### config.mk
export PLATFORM = sky130hd
export DESIGN_NAME = first_fit_block_allocator
export DESIGN_NICKNAME = d
export VERILOG_FILES = /design/src/design/ffa_pkg.sv /design/src/design/ffa_ram.sv /design/src/design/ffa_ctrl.sv /design/src/design/ffa_dp.sv /design/src/design/first_fit_block_allocator.sv
export SDC_FILE = /design/constraint.sdc
export NUM_CORES = 2
export LEC_CHECK = 0
export ABC_CLOCK_PERIOD_IN_PS = 9720
export BUFFER_PORTS_ARGS = -buffer_cell sky130_fd_sc_hd__buf_2
export CELL_PAD_IN_SITES_DETAIL_PLACEMENT = 1
export CELL_PAD_IN_SITES_GLOBAL_PLACEMENT = 2
export CORE_UTILIZATION = 47
export CTS_CLUSTER_DIAMETER = 40
export DETAILED_ROUTE_END_ITERATION = 16
export PLACE_DENSITY = 0.79
export SYNTH_ARGS = -nofsm -noshare
export SYNTH_HDL_FRONTEND = slang
export SYNTH_SLANG_ARGS = --single-unit
### constraint.sdc
create_clock -name clk -period 9.72 [get_ports clk]
set_clock_uncertainty 0.15 [all_clocks]
set_input_delay 1.458 -clock clk [delete_from_list [all_inputs] [get_ports clk]]
set_output_delay 1.458 -clock clk [all_outputs]
set_load 0.01 [all_outputs]
### src/design/ffa_pkg.sv
// ----------------------------------------------------------------------------
// ffa_pkg
// Shared types, codes and defaults for the first-fit block allocator.
// ----------------------------------------------------------------------------
package ffa_pkg;

  localparam int REGION_BYTES_DEF = 4096;
  localparam int HEADER_BYTES_DEF = 32;
  localparam int MAX_BLOCKS_DEF   = 64;

  localparam int REQ_W    = 13;
  localparam int ADDR_W   = 12;
  localparam int STATUS_W = 2;

  localparam logic MODE_ALLOC = 1'b0;
  localparam logic MODE_FREE  = 1'b1;

  typedef enum logic [STATUS_W-1:0] {
    ST_OK      = 2'd0,
    ST_NOFIT   = 2'd1,
    ST_BADFREE = 2'd2
  } ffa_status_t;

  typedef struct packed {
    logic              mode;
    logic [REQ_W-1:0]  request_size;
    logic [ADDR_W-1:0] free_address;
  } ffa_in_t;

  typedef struct packed {
    logic [ADDR_W-1:0]   content_address;
    logic [STATUS_W-1:0] status;
  } ffa_out_t;

  typedef enum logic [2:0] {
    S_IDLE,
    S_SCAN,
    S_NEXT,
    S_DECIDE,
    S_SHIFT,
    S_FIN,
    S_RES
  } ffa_state_t;

  typedef enum logic [1:0] {
    WR_NONE,
    WR_ALLOC,
    WR_FREE_SELF,
    WR_FREE_PREV
  } ffa_wr_t;

  typedef enum logic [2:0] {
    SH_NONE,
    SH_UP,
    SH_DN_NEXT,
    SH_DN_SELF,
    SH_DN_BOTH
  } ffa_shift_t;

  typedef struct packed {
    logic        load;
    logic        scan_start;
    logic        scan_rd;
    logic        track_prev;
    logic        hit;
    logic        cap_next;
    ffa_wr_t     wr_op;
    logic        sh_ld;
    ffa_shift_t  sh_set;
    logic        sh_rd;
    logic        finish;
    logic        code_ld;
    ffa_status_t code;
    logic        push;
  } ffa_cmd_t;

  typedef struct packed {
    logic mode;
    logic rvld;
    logic hit;
    logic last;
    logic split;
    logic cur_used;
    logic prev_free;
    logic next_free;
    logic sh_more;
    logic sh_busy;
    logic slot_free;
  } ffa_sts_t;

endpackage

### src/design/ffa_ram.sv
// ----------------------------------------------------------------------------
// ffa_ram
// Generic single-write, single-read RAM with registered read data.
// ----------------------------------------------------------------------------
module ffa_ram #(
  parameter int WIDTH = 8,
  parameter int DEPTH = 64
) (
  input  logic                     clk,
  input  logic                     wr_en,
  input  logic [$clog2(DEPTH)-1:0] wr_addr,
  input  logic [WIDTH-1:0]         wr_data,
  input  logic                     rd_en,
  input  logic [$clog2(DEPTH)-1:0] rd_addr,
  output logic [WIDTH-1:0]         rd_data
);

  logic [WIDTH-1:0] mem [DEPTH];

  always_ff @(posedge clk) begin
    if (wr_en) begin
      mem[wr_addr] <= wr_data;
    end
    if (rd_en) begin
      rd_data <= mem[rd_addr];
    end
  end

endmodule

### src/design/ffa_ctrl.sv
// ----------------------------------------------------------------------------
// ffa_ctrl
// Sequencer: table scan, neighbor fetch, update, entry shift, result.
// ----------------------------------------------------------------------------
module ffa_ctrl (
  input  logic              clk,
  input  logic              rst_n,
  input  logic              in_valid,
  output logic              in_stall,
  input  ffa_pkg::ffa_sts_t sts,
  output ffa_pkg::ffa_cmd_t cmd
);

  ffa_pkg::ffa_state_t state_r, state_nxt;

  always_ff @(posedge clk) begin
    if (!rst_n) begin
      state_r <= ffa_pkg::S_IDLE;
    end else begin
      state_r <= state_nxt;
    end
  end

  always_comb begin
    cmd       = '0;
    state_nxt = state_r;
    in_stall  = (state_r != ffa_pkg::S_IDLE);
    unique case (state_r)
      ffa_pkg::S_IDLE: begin
        if (in_valid) begin
          cmd.load       = 1'b1;
          cmd.scan_start = 1'b1;
          state_nxt      = ffa_pkg::S_SCAN;
        end
      end
      ffa_pkg::S_SCAN: begin
        // reads run one entry ahead of the compare
        cmd.scan_rd = 1'b1;
        if (sts.rvld) begin
          if (sts.hit) begin
            cmd.hit   = 1'b1;
            state_nxt = ffa_pkg::S_NEXT;
          end else begin
            cmd.track_prev = 1'b1;
            if (sts.last) begin
              cmd.code_ld = 1'b1;
              cmd.code    = (sts.mode == ffa_pkg::MODE_FREE) ? ffa_pkg::ST_BADFREE
                                                             : ffa_pkg::ST_NOFIT;
              state_nxt   = ffa_pkg::S_RES;
            end
          end
        end
      end
      ffa_pkg::S_NEXT: begin
        cmd.cap_next = 1'b1;
        state_nxt    = ffa_pkg::S_DECIDE;
      end
      ffa_pkg::S_DECIDE: begin
        if (sts.mode == ffa_pkg::MODE_FREE && !sts.cur_used) begin
          cmd.code_ld = 1'b1;
          cmd.code    = ffa_pkg::ST_BADFREE;
          state_nxt   = ffa_pkg::S_RES;
        end else begin
          cmd.code_ld = 1'b1;
          cmd.code    = ffa_pkg::ST_OK;
          cmd.sh_ld   = 1'b1;
          state_nxt   = ffa_pkg::S_SHIFT;
          if (sts.mode == ffa_pkg::MODE_ALLOC) begin
            cmd.wr_op  = ffa_pkg::WR_ALLOC;
            cmd.sh_set = sts.split ? ffa_pkg::SH_UP : ffa_pkg::SH_NONE;
          end else if (sts.prev_free) begin
            cmd.wr_op  = ffa_pkg::WR_FREE_PREV;
            cmd.sh_set = sts.next_free ? ffa_pkg::SH_DN_BOTH : ffa_pkg::SH_DN_SELF;
          end else begin
            cmd.wr_op  = ffa_pkg::WR_FREE_SELF;
            cmd.sh_set = sts.next_free ? ffa_pkg::SH_DN_NEXT : ffa_pkg::SH_NONE;
          end
        end
      end
      ffa_pkg::S_SHIFT: begin
        cmd.sh_rd = sts.sh_more;
        if (!sts.sh_more && !sts.sh_busy) begin
          state_nxt = ffa_pkg::S_FIN;
        end
      end
      ffa_pkg::S_FIN: begin
        cmd.finish = 1'b1;
        state_nxt  = ffa_pkg::S_RES;
      end
      ffa_pkg::S_RES: begin
        if (sts.slot_free) begin
          cmd.push  = 1'b1;
          state_nxt = ffa_pkg::S_IDLE;
        end
      end
      default: begin
        state_nxt = ffa_pkg::S_IDLE;
      end
    endcase
  end

endmodule

### src/design/ffa_dp.sv
// ----------------------------------------------------------------------------
// ffa_dp
// Block table memory, scan compare, merge arithmetic, shifter and result reg.
// ----------------------------------------------------------------------------
module ffa_dp #(
  parameter int REGION_BYTES = ffa_pkg::REGION_BYTES_DEF,
  parameter int HEADER_BYTES = ffa_pkg::HEADER_BYTES_DEF,
  parameter int MAX_BLOCKS   = ffa_pkg::MAX_BLOCKS_DEF
) (
  input  logic              clk,
  input  logic              rst_n,
  input  ffa_pkg::ffa_in_t  in_data,
  input  ffa_pkg::ffa_cmd_t cmd,
  output ffa_pkg::ffa_sts_t sts,
  input  logic              out_stall,
  output logic              out_valid,
  output ffa_pkg::ffa_out_t out_data
);

  localparam int AW  = $clog2(REGION_BYTES);
  localparam int SW  = $clog2(REGION_BYTES + 1);
  localparam int IW  = $clog2(MAX_BLOCKS);
  localparam int CW  = $clog2(MAX_BLOCKS + 3);
  localparam int EW  = AW + SW + 1;
  localparam int MW  = ((SW > ffa_pkg::REQ_W) ? SW : ffa_pkg::REQ_W) + 2;

  localparam logic [MW-1:0] HDR      = MW'(HEADER_BYTES);
  localparam logic [MW-1:0] ADDR_LIM = MW'((1 << ffa_pkg::ADDR_W) - 1);
  localparam logic [CW-1:0] MAX_CNT  = CW'(MAX_BLOCKS);
  localparam logic [EW-1:0] RST_ENTRY = {1'b0, SW'(REGION_BYTES - HEADER_BYTES), AW'(0)};

  ffa_pkg::ffa_in_t   req_r;
  logic [EW-1:0]      cur_r, prev_r, nxt_r;
  logic               nxt_vld_r;
  logic [IW-1:0]      idx_r, raddr_r;
  logic [CW-1:0]      count_r, rd_ptr_r, sp_r;
  logic               rvld_r, rsh_r, e0_init_r, rd0_r;
  ffa_pkg::ffa_shift_t sk_r;
  ffa_pkg::ffa_status_t code_r;
  logic               out_vld_r;
  ffa_pkg::ffa_out_t  out_r;

  logic               scan_go, sh_go, rd_en;
  logic [IW-1:0]      rd_addr;
  logic [EW-1:0]      ram_q, rdata;
  logic               wr_en, sh_wr;
  logic [IW-1:0]      wr_addr;
  logic [EW-1:0]      wr_data;

  logic [AW-1:0]      r_start, c_start, p_start;
  logic [SW-1:0]      r_size, c_size, p_size, n_size;
  logic               r_used, c_used, p_used, n_used;
  logic [MW-1:0]      req_ext, r_content, c_content, rest, nxt_term, self_sum, prev_sum;
  logic [CW-1:0]      cnt_m1, sh_dest;
  logic               split, next_free;

  assign r_start = rdata[AW-1:0];
  assign r_size  = rdata[AW+SW-1:AW];
  assign r_used  = rdata[EW-1];
  assign c_start = cur_r[AW-1:0];
  assign c_size  = cur_r[AW+SW-1:AW];
  assign c_used  = cur_r[EW-1];
  assign p_start = prev_r[AW-1:0];
  assign p_size  = prev_r[AW+SW-1:AW];
  assign p_used  = prev_r[EW-1];
  assign n_size  = nxt_r[AW+SW-1:AW];
  assign n_used  = nxt_r[EW-1];

  assign req_ext   = MW'(req_r.request_size);
  assign r_content = MW'(r_start) + HDR;
  assign c_content = MW'(c_start) + HDR;
  assign rest      = MW'(c_size) - req_ext;
  assign split     = (rest > HDR) && (count_r < MAX_CNT);
  assign next_free = nxt_vld_r && !n_used;
  assign nxt_term  = next_free ? (MW'(n_size) + HDR) : '0;
  assign self_sum  = MW'(c_size) + nxt_term;
  assign prev_sum  = MW'(p_size) + MW'(c_size) + HDR + nxt_term;
  assign cnt_m1    = count_r - CW'(1);

  // entry 0 holds the whole region until it is first written
  assign rdata = rd0_r ? RST_ENTRY : ram_q;

  assign scan_go = cmd.scan_rd && (rd_ptr_r < count_r);
  assign sh_go   = cmd.sh_rd;
  assign rd_en   = scan_go || sh_go;
  assign rd_addr = sh_go ? sp_r[IW-1:0] : rd_ptr_r[IW-1:0];

  assign sh_wr   = rvld_r && rsh_r;
  always_comb begin
    unique case (sk_r)
      ffa_pkg::SH_UP:      sh_dest = CW'(raddr_r) + CW'(1);
      ffa_pkg::SH_DN_BOTH: sh_dest = CW'(raddr_r) - CW'(2);
      default:             sh_dest = CW'(raddr_r) - CW'(1);
    endcase
  end

  always_comb begin
    wr_en   = 1'b0;
    wr_addr = idx_r;
    wr_data = cur_r;
    priority if (sh_wr) begin
      wr_en   = 1'b1;
      wr_addr = sh_dest[IW-1:0];
      wr_data = rdata;
    end else if (cmd.wr_op == ffa_pkg::WR_ALLOC) begin
      wr_en   = 1'b1;
      wr_data = {1'b1, (split ? SW'(req_ext) : c_size), c_start};
    end else if (cmd.wr_op == ffa_pkg::WR_FREE_SELF) begin
      wr_en   = 1'b1;
      wr_data = {1'b0, SW'(self_sum), c_start};
    end else if (cmd.wr_op == ffa_pkg::WR_FREE_PREV) begin
      wr_en   = 1'b1;
      wr_addr = idx_r - IW'(1);
      wr_data = {1'b0, SW'(prev_sum), p_start};
    end else if (cmd.finish && sk_r == ffa_pkg::SH_UP) begin
      // split remainder goes in right after the allocated block
      wr_en   = 1'b1;
      wr_addr = idx_r + IW'(1);
      wr_data = {1'b0, SW'(rest - HDR), AW'(c_content + req_ext)};
    end
  end

  ffa_ram #(
    .WIDTH (EW),
    .DEPTH (MAX_BLOCKS)
  ) u_ram (
    .clk     (clk),
    .wr_en   (wr_en),
    .wr_addr (wr_addr),
    .wr_data (wr_data),
    .rd_en   (rd_en),
    .rd_addr (rd_addr),
    .rd_data (ram_q)
  );

  always_ff @(posedge clk) begin
    if (!rst_n) begin
      rvld_r    <= 1'b0;
      rsh_r     <= 1'b0;
      rd0_r     <= 1'b0;
      e0_init_r <= 1'b1;
      count_r   <= CW'(1);
      sk_r      <= ffa_pkg::SH_NONE;
      nxt_vld_r <= 1'b0;
      out_vld_r <= 1'b0;
    end else begin
      rvld_r <= rd_en;
      rsh_r  <= sh_go;
      rd0_r  <= rd_en && (rd_addr == '0) && e0_init_r;
      if (wr_en && wr_addr == '0) begin
        e0_init_r <= 1'b0;
      end
      if (cmd.cap_next) begin
        nxt_vld_r <= rvld_r && !rsh_r;
      end
      if (cmd.sh_ld) begin
        sk_r <= cmd.sh_set;
      end
      if (cmd.finish) begin
        unique case (sk_r)
          ffa_pkg::SH_UP:      count_r <= count_r + CW'(1);
          ffa_pkg::SH_DN_NEXT,
          ffa_pkg::SH_DN_SELF: count_r <= count_r - CW'(1);
          ffa_pkg::SH_DN_BOTH: count_r <= count_r - CW'(2);
          default:             count_r <= count_r;
        endcase
      end
      if (cmd.push) begin
        out_vld_r <= 1'b1;
      end else if (!out_stall) begin
        out_vld_r <= 1'b0;
      end
    end
  end

  always_ff @(posedge clk) begin
    raddr_r <= rd_addr;
    if (cmd.load) begin
      req_r <= in_data;
    end
    if (cmd.scan_start) begin
      rd_ptr_r <= '0;
    end else if (scan_go) begin
      rd_ptr_r <= rd_ptr_r + CW'(1);
    end
    if (cmd.track_prev) begin
      prev_r <= rdata;
    end
    if (cmd.hit) begin
      cur_r <= rdata;
      idx_r <= raddr_r;
    end
    if (cmd.cap_next) begin
      nxt_r <= rdata;
    end
    if (cmd.sh_ld) begin
      unique case (cmd.sh_set)
        ffa_pkg::SH_UP:      sp_r <= cnt_m1;
        ffa_pkg::SH_DN_SELF: sp_r <= CW'(idx_r) + CW'(1);
        default:             sp_r <= CW'(idx_r) + CW'(2);
      endcase
    end else if (sh_go) begin
      sp_r <= (sk_r == ffa_pkg::SH_UP) ? sp_r - CW'(1) : sp_r + CW'(1);
    end
    if (cmd.code_ld) begin
      code_r <= cmd.code;
    end
    if (cmd.push) begin
      out_r.status          <= code_r;
      out_r.content_address <= (code_r == ffa_pkg::ST_OK && req_r.mode == ffa_pkg::MODE_ALLOC)
                               ? c_content[ffa_pkg::ADDR_W-1:0] : '0;
    end
  end

  always_comb begin
    sts.mode      = req_r.mode;
    sts.rvld      = rvld_r && !rsh_r;
    sts.last      = (CW'(raddr_r) == cnt_m1);
    sts.split     = split;
    sts.cur_used  = c_used;
    sts.prev_free = (idx_r != '0) && !p_used;
    sts.next_free = next_free;
    sts.sh_busy   = sh_wr;
    sts.slot_free = !out_vld_r || !out_stall;
    if (req_r.mode == ffa_pkg::MODE_ALLOC) begin
      sts.hit = !r_used && (MW'(r_size) >= req_ext);
    end else begin
      sts.hit = (r_content[ffa_pkg::ADDR_W-1:0] == req_r.free_address) &&
                (r_content <= ADDR_LIM);
    end
    unique case (sk_r)
      ffa_pkg::SH_NONE: sts.sh_more = 1'b0;
      ffa_pkg::SH_UP:   sts.sh_more = (sp_r != CW'(idx_r));
      default:          sts.sh_more = (sp_r < count_r);
    endcase
  end

  assign out_valid = out_vld_r;
  assign out_data  = out_r;

`ifndef ASSERT_OFF
  a_count_range: assert property (@(posedge clk) disable iff (!rst_n)
    (count_r != '0) && (count_r <= MAX_CNT))
    else $error("block count out of range");

  a_wr_clash: assert property (@(posedge clk) disable iff (!rst_n)
    sh_wr |-> (cmd.wr_op == ffa_pkg::WR_NONE) && !cmd.finish)
    else $error("table update collides with shift write");

  a_push_slot: assert property (@(posedge clk) disable iff (!rst_n)
    cmd.push |-> (!out_vld_r || !out_stall))
    else $error("result overwrites an item not yet taken");

  a_insert_grows: assert property (@(posedge clk) disable iff (!rst_n)
    (cmd.finish && sk_r == ffa_pkg::SH_UP) |=> (count_r == $past(count_r) + CW'(1)))
    else $error("split did not add a table entry");
`endif

endmodule

### src/design/first_fit_block_allocator.sv
// Each request scans the table from entry 0 up to the matching entry,
// scanned one per cycle; a shift moves one entry per cycle. A miss scans all
// entries, and a free of a free block ends before any update or shift. One
// item in flight at a time.
// Reset: synchronous; table becomes one free block covering the region,
// result register empty. No clearing pass.
// ----------------------------------------------------------------------------
// first_fit_block_allocator
// First-fit allocator over an address-ordered block table with coalescing.
// ----------------------------------------------------------------------------
module first_fit_block_allocator #(
  parameter int REGION_BYTES = ffa_pkg::REGION_BYTES_DEF,
  parameter int HEADER_BYTES = ffa_pkg::HEADER_BYTES_DEF,
  parameter int MAX_BLOCKS   = ffa_pkg::MAX_BLOCKS_DEF
) (
  input  logic              clk,
  input  logic              rst_n,
  input  logic              in_valid,
  output logic              in_stall,
  input  ffa_pkg::ffa_in_t  in_data,
  output logic              out_valid,
  input  logic              out_stall,
  output ffa_pkg::ffa_out_t out_data
);

  ffa_pkg::ffa_cmd_t cmd;
  ffa_pkg::ffa_sts_t sts;

  ffa_ctrl u_ctrl (
    .clk      (clk),
    .rst_n    (rst_n),
    .in_valid (in_valid),
    .in_stall (in_stall),
    .sts      (sts),
    .cmd      (cmd)
  );

  ffa_dp #(
    .REGION_BYTES (REGION_BYTES),
    .HEADER_BYTES (HEADER_BYTES),
    .MAX_BLOCKS   (MAX_BLOCKS)
  ) u_dp (
    .clk       (clk),
    .rst_n     (rst_n),
    .in_data   (in_data),
    .cmd       (cmd),
    .sts       (sts),
    .out_stall (out_stall),
    .out_valid (out_valid),
    .out_data  (out_data)
  );

endmodule

==> impl_results.md <==
* Setup TNS at 0 ns
* Top_reg_cell synth: edfxtp_1
* Final min period at 6.491 ns
* Clock Sink Count at 1,843
* Cts hold-fix bufs at 0
* # DRC at 0
* CP dominant cell by count: buf_4
* First-pass GRT wire length at 359.8 mm
* Yosys warning total at 0
* Total track usage at 0.2982
* Register bit total from synthesis at 1,843
* Core area at 0.1633 sq mm
* Post-CTS Setup Repair Bufs at 0
* Via count at 49,770
* Total gr overflow at 0
* Fin nets at 5,793
* Synth unique cells at 92
* Delay-heaviest family, CP: compound AO/OA/AOI/OAI gates
* PortBufs at 45
* Worst-path cell chain: inv_1 > ha_1 > nor4b_1 > o211ai_1 > a21oi_1 > o311a_4 > buf_4 > buf_4 > mux4_2 > nand2_1 > nand3_1 > o311ai_0 > o21ai_1
* Top layer in use: met5
* Post-synth EDFFs at 1,811
* Starting DRT DRC Count at 5,741
* Site Rows at 148
* Synth Net Count at 5,618
* Area grow syn2layout at 16.09%
* Async set-or-reset flop fraction in the synthesized netlist at 0
* Sequential area share after synthesis at 0.7084
* Critical path's slowest cell: o311ai_0
* Critical path arrival at 6.94 ns
* Worst hold path type: register to register
* WP data required at 10.17 ns
* Detailed placement HPWL at 145.2 mm
* CTS tree: yes
* Share of cells above drive strength 1 at 0.1501
* Max H-tree Level at 5
* Final hold vios at 0
* Netlist Area Pre-Place at 0.07767 sq mm
* CP Capture Type: register
* Mean area per synthesized cell at 14.23 sq um
* Top Ports at 46
* Die area at 0.1669 sq mm
* PostCTS Resize Cnt at 0
* Worst slew pin tran at 1.423 ns
* Routability cong. at 0.8626
* Vias in the first global route at 50,830
* Buf/Inv on CP at 3
* Root Driver: clkbuf_16
* Leakage power at 31.85 nW
* Post-Route M1 WL at 100.4 mm
* Max-cap violations at 0
* RSZ-0062 raised after global routing: no
* CP max FO at 42
* Max Root-Sink Buffers at 4
* WL final at 250.9 mm
* Via density per instance at 6.208
* Avg WL per Cell at 31.29 microns
* Clock transition at path regs at 0.06 ns
* Power per standard cell area at 261.7 mW/mm^2
* Status: finished clean
* Peak Freq at 154.1 MHz
* Peak VDD IR at 0.2032 mV
* CP Launch Type: register
* Met2 WL at 120.9 mm
* Final setup violation count at 0
* Clock latency on the worst-skew pair at 0.92 ns
* Inserted Clock Buffers at 286
* Fin crit share at 0.6678
* Die Y at 408.5 microns
* Worst Hold Margin at 0.3334 ns
* Mapped Cells at 5,459
* Relative slew slack at 0.03927
* Slowest stage delay, CP at 1.14 ns
* Starting Density at 0.4756
* Die Wd at 408.5 microns
* Initial DRT Pass Iterations at 6
* Critical path class: register to register
* WL met3 at 17.86 mm
* Final Slew Violations at 0
* Largest net degree at the start of global routing at 175
* Initial antenna violation count at 8
* Antenna Nets Post-Route at 0
* Flop-to-flop setup slack at 3.23 ns
==> Yosys cell counts, drive strengths merged, types with 26 or more instances <==
master	instances	area share
a21o	34	0.0033
a21oi	208	0.013
a31oi	90	0.0072
and2	26	0.0021
and3	95	0.0077
buf	175	0.013
clkbuf	129	0.0062
dfxtp	32	0.0082
edfxtp	1811	0.70
ha	111	0.018
inv	69	0.0033
mux2i	190	0.025
mux4	111	0.032
nand2	1070	0.052
nand3	320	0.021
nor2	203	0.010
nor2b	31	0.0025
nor3	36	0.0023
o211ai	26	0.0026
o21ai	115	0.0074
o22ai	76	0.0066
or4	27	0.0027
xnor2	70	0.0079
xor2	34	0.0038
==> power breakdown <==
group / internal [mW] / switching [mW] / leakage, nW
logic: 1.46 / 3.01 / 10.8
clock network: 6.21 / 3.72 / 4.46
registers: 8.99 / 0.206 / 16.6
==> cell usage in the layout (no fill, tap or decap), types with 92 or more instances in the layout <==
master / n
edfxtp_1: 1811
mux4_2: 111
buf_4: 137
o21ai_0: 92
and3_1: 94
ha_1: 111
nand3_1: 320
nand2_1: 1067
nor2_1: 134
mux2i_1: 185
clkbuf_16: 293
a21oi_1: 204
==> cell families (layout without fill, tap and decap cells) <==
group,count (synthesis),count (layout),synth area share
AND/OR/NAND/NOR,1910,1910,0.1085
flip-flops,1843,1843,0.7084
AO/OA/AOI/OAI,797,797,0.06909
buffers and inverters,375,754,0.02305
multiplexers,301,301,0.05677
adder cells (fa/ha/maj),129,129,0.02252
XOR/XNOR,104,104,0.01173
other,0,5,0
==> metrics by stage <==
step                      setup slack, ns  cell area [sq um]  std cells  utilization  power, mW
after global placement              2.942              80980       7519       0.4958      13.69
after CTS                           3.210              90160       8013       0.5520      23.69
after global routing                2.842              90160       8013       0.5520      24.28
after detailed placement            3.169              80990       7521       0.4959      13.78
after floorplan                     2.776              77670       5459            -      12.25
final                               3.229              90180       8018       0.5521      23.60
==> sequential cells by signal, indices dropped and copies added (netlist names), 2 cells and up <==
register,count
u_dp.rd_ptr_r,7
u_dp.raddr_r,6
u_dp.count_r,7
u_dp.u_ram.rd_data,26
u_dp.cur_r,26
u_dp.sk_r,3
u_dp.u_ram.mem,1664
u_dp.code_r,2
u_dp.out_data,14
u_dp.nxt_r,14
u_dp.prev_r,26
u_dp.idx_r,6
u_dp.req_ext,13
u_dp.sp_r,7
u_dp.req_r,12
u_ctrl.state_r,3
==> worst min-delay path, cell delays in order, from the launching register on <==
cell and delay (ns):
dfxtp_1 0.32, nand2_1 0.06, a21oi_1 0.05
==> layout make-up <==
class                      count  area, sq um
fill                       15530        73150
sequential                  1843        55020
multi-input combinational   3241        21550
clock buffer                 319         7430
tap                         2175         2721
clock inverter               173         1745
timing repair buffer         191         1404
inverter                      71        290.3
antenna                        5        12.51
==> metal layers <==
metal | vias to the layer above | GRT usage
li1 | 21120 | -
met1 | 25980 | 0.3953
met2 | 2170 | 0.4883
met3 | 502 | 0.04603
met4 | 8 | 0.1308
met5 | - | 0
==> final timing paths <==
check | endpoint | startpoint | cells past startpoint
worst max-delay path | u_dp.u_ram.rd_data[9] | u_dp.count_r[6] | 13
worst max register to register | u_dp.u_ram.rd_data[9] | u_dp.count_r[6] | 13
worst min-delay path | u_dp.out_valid | u_dp.out_valid | 2
worst min register to register | u_dp.out_valid | u_dp.out_valid | 2
Note: power is estimated with default switching activity, not from simulation.
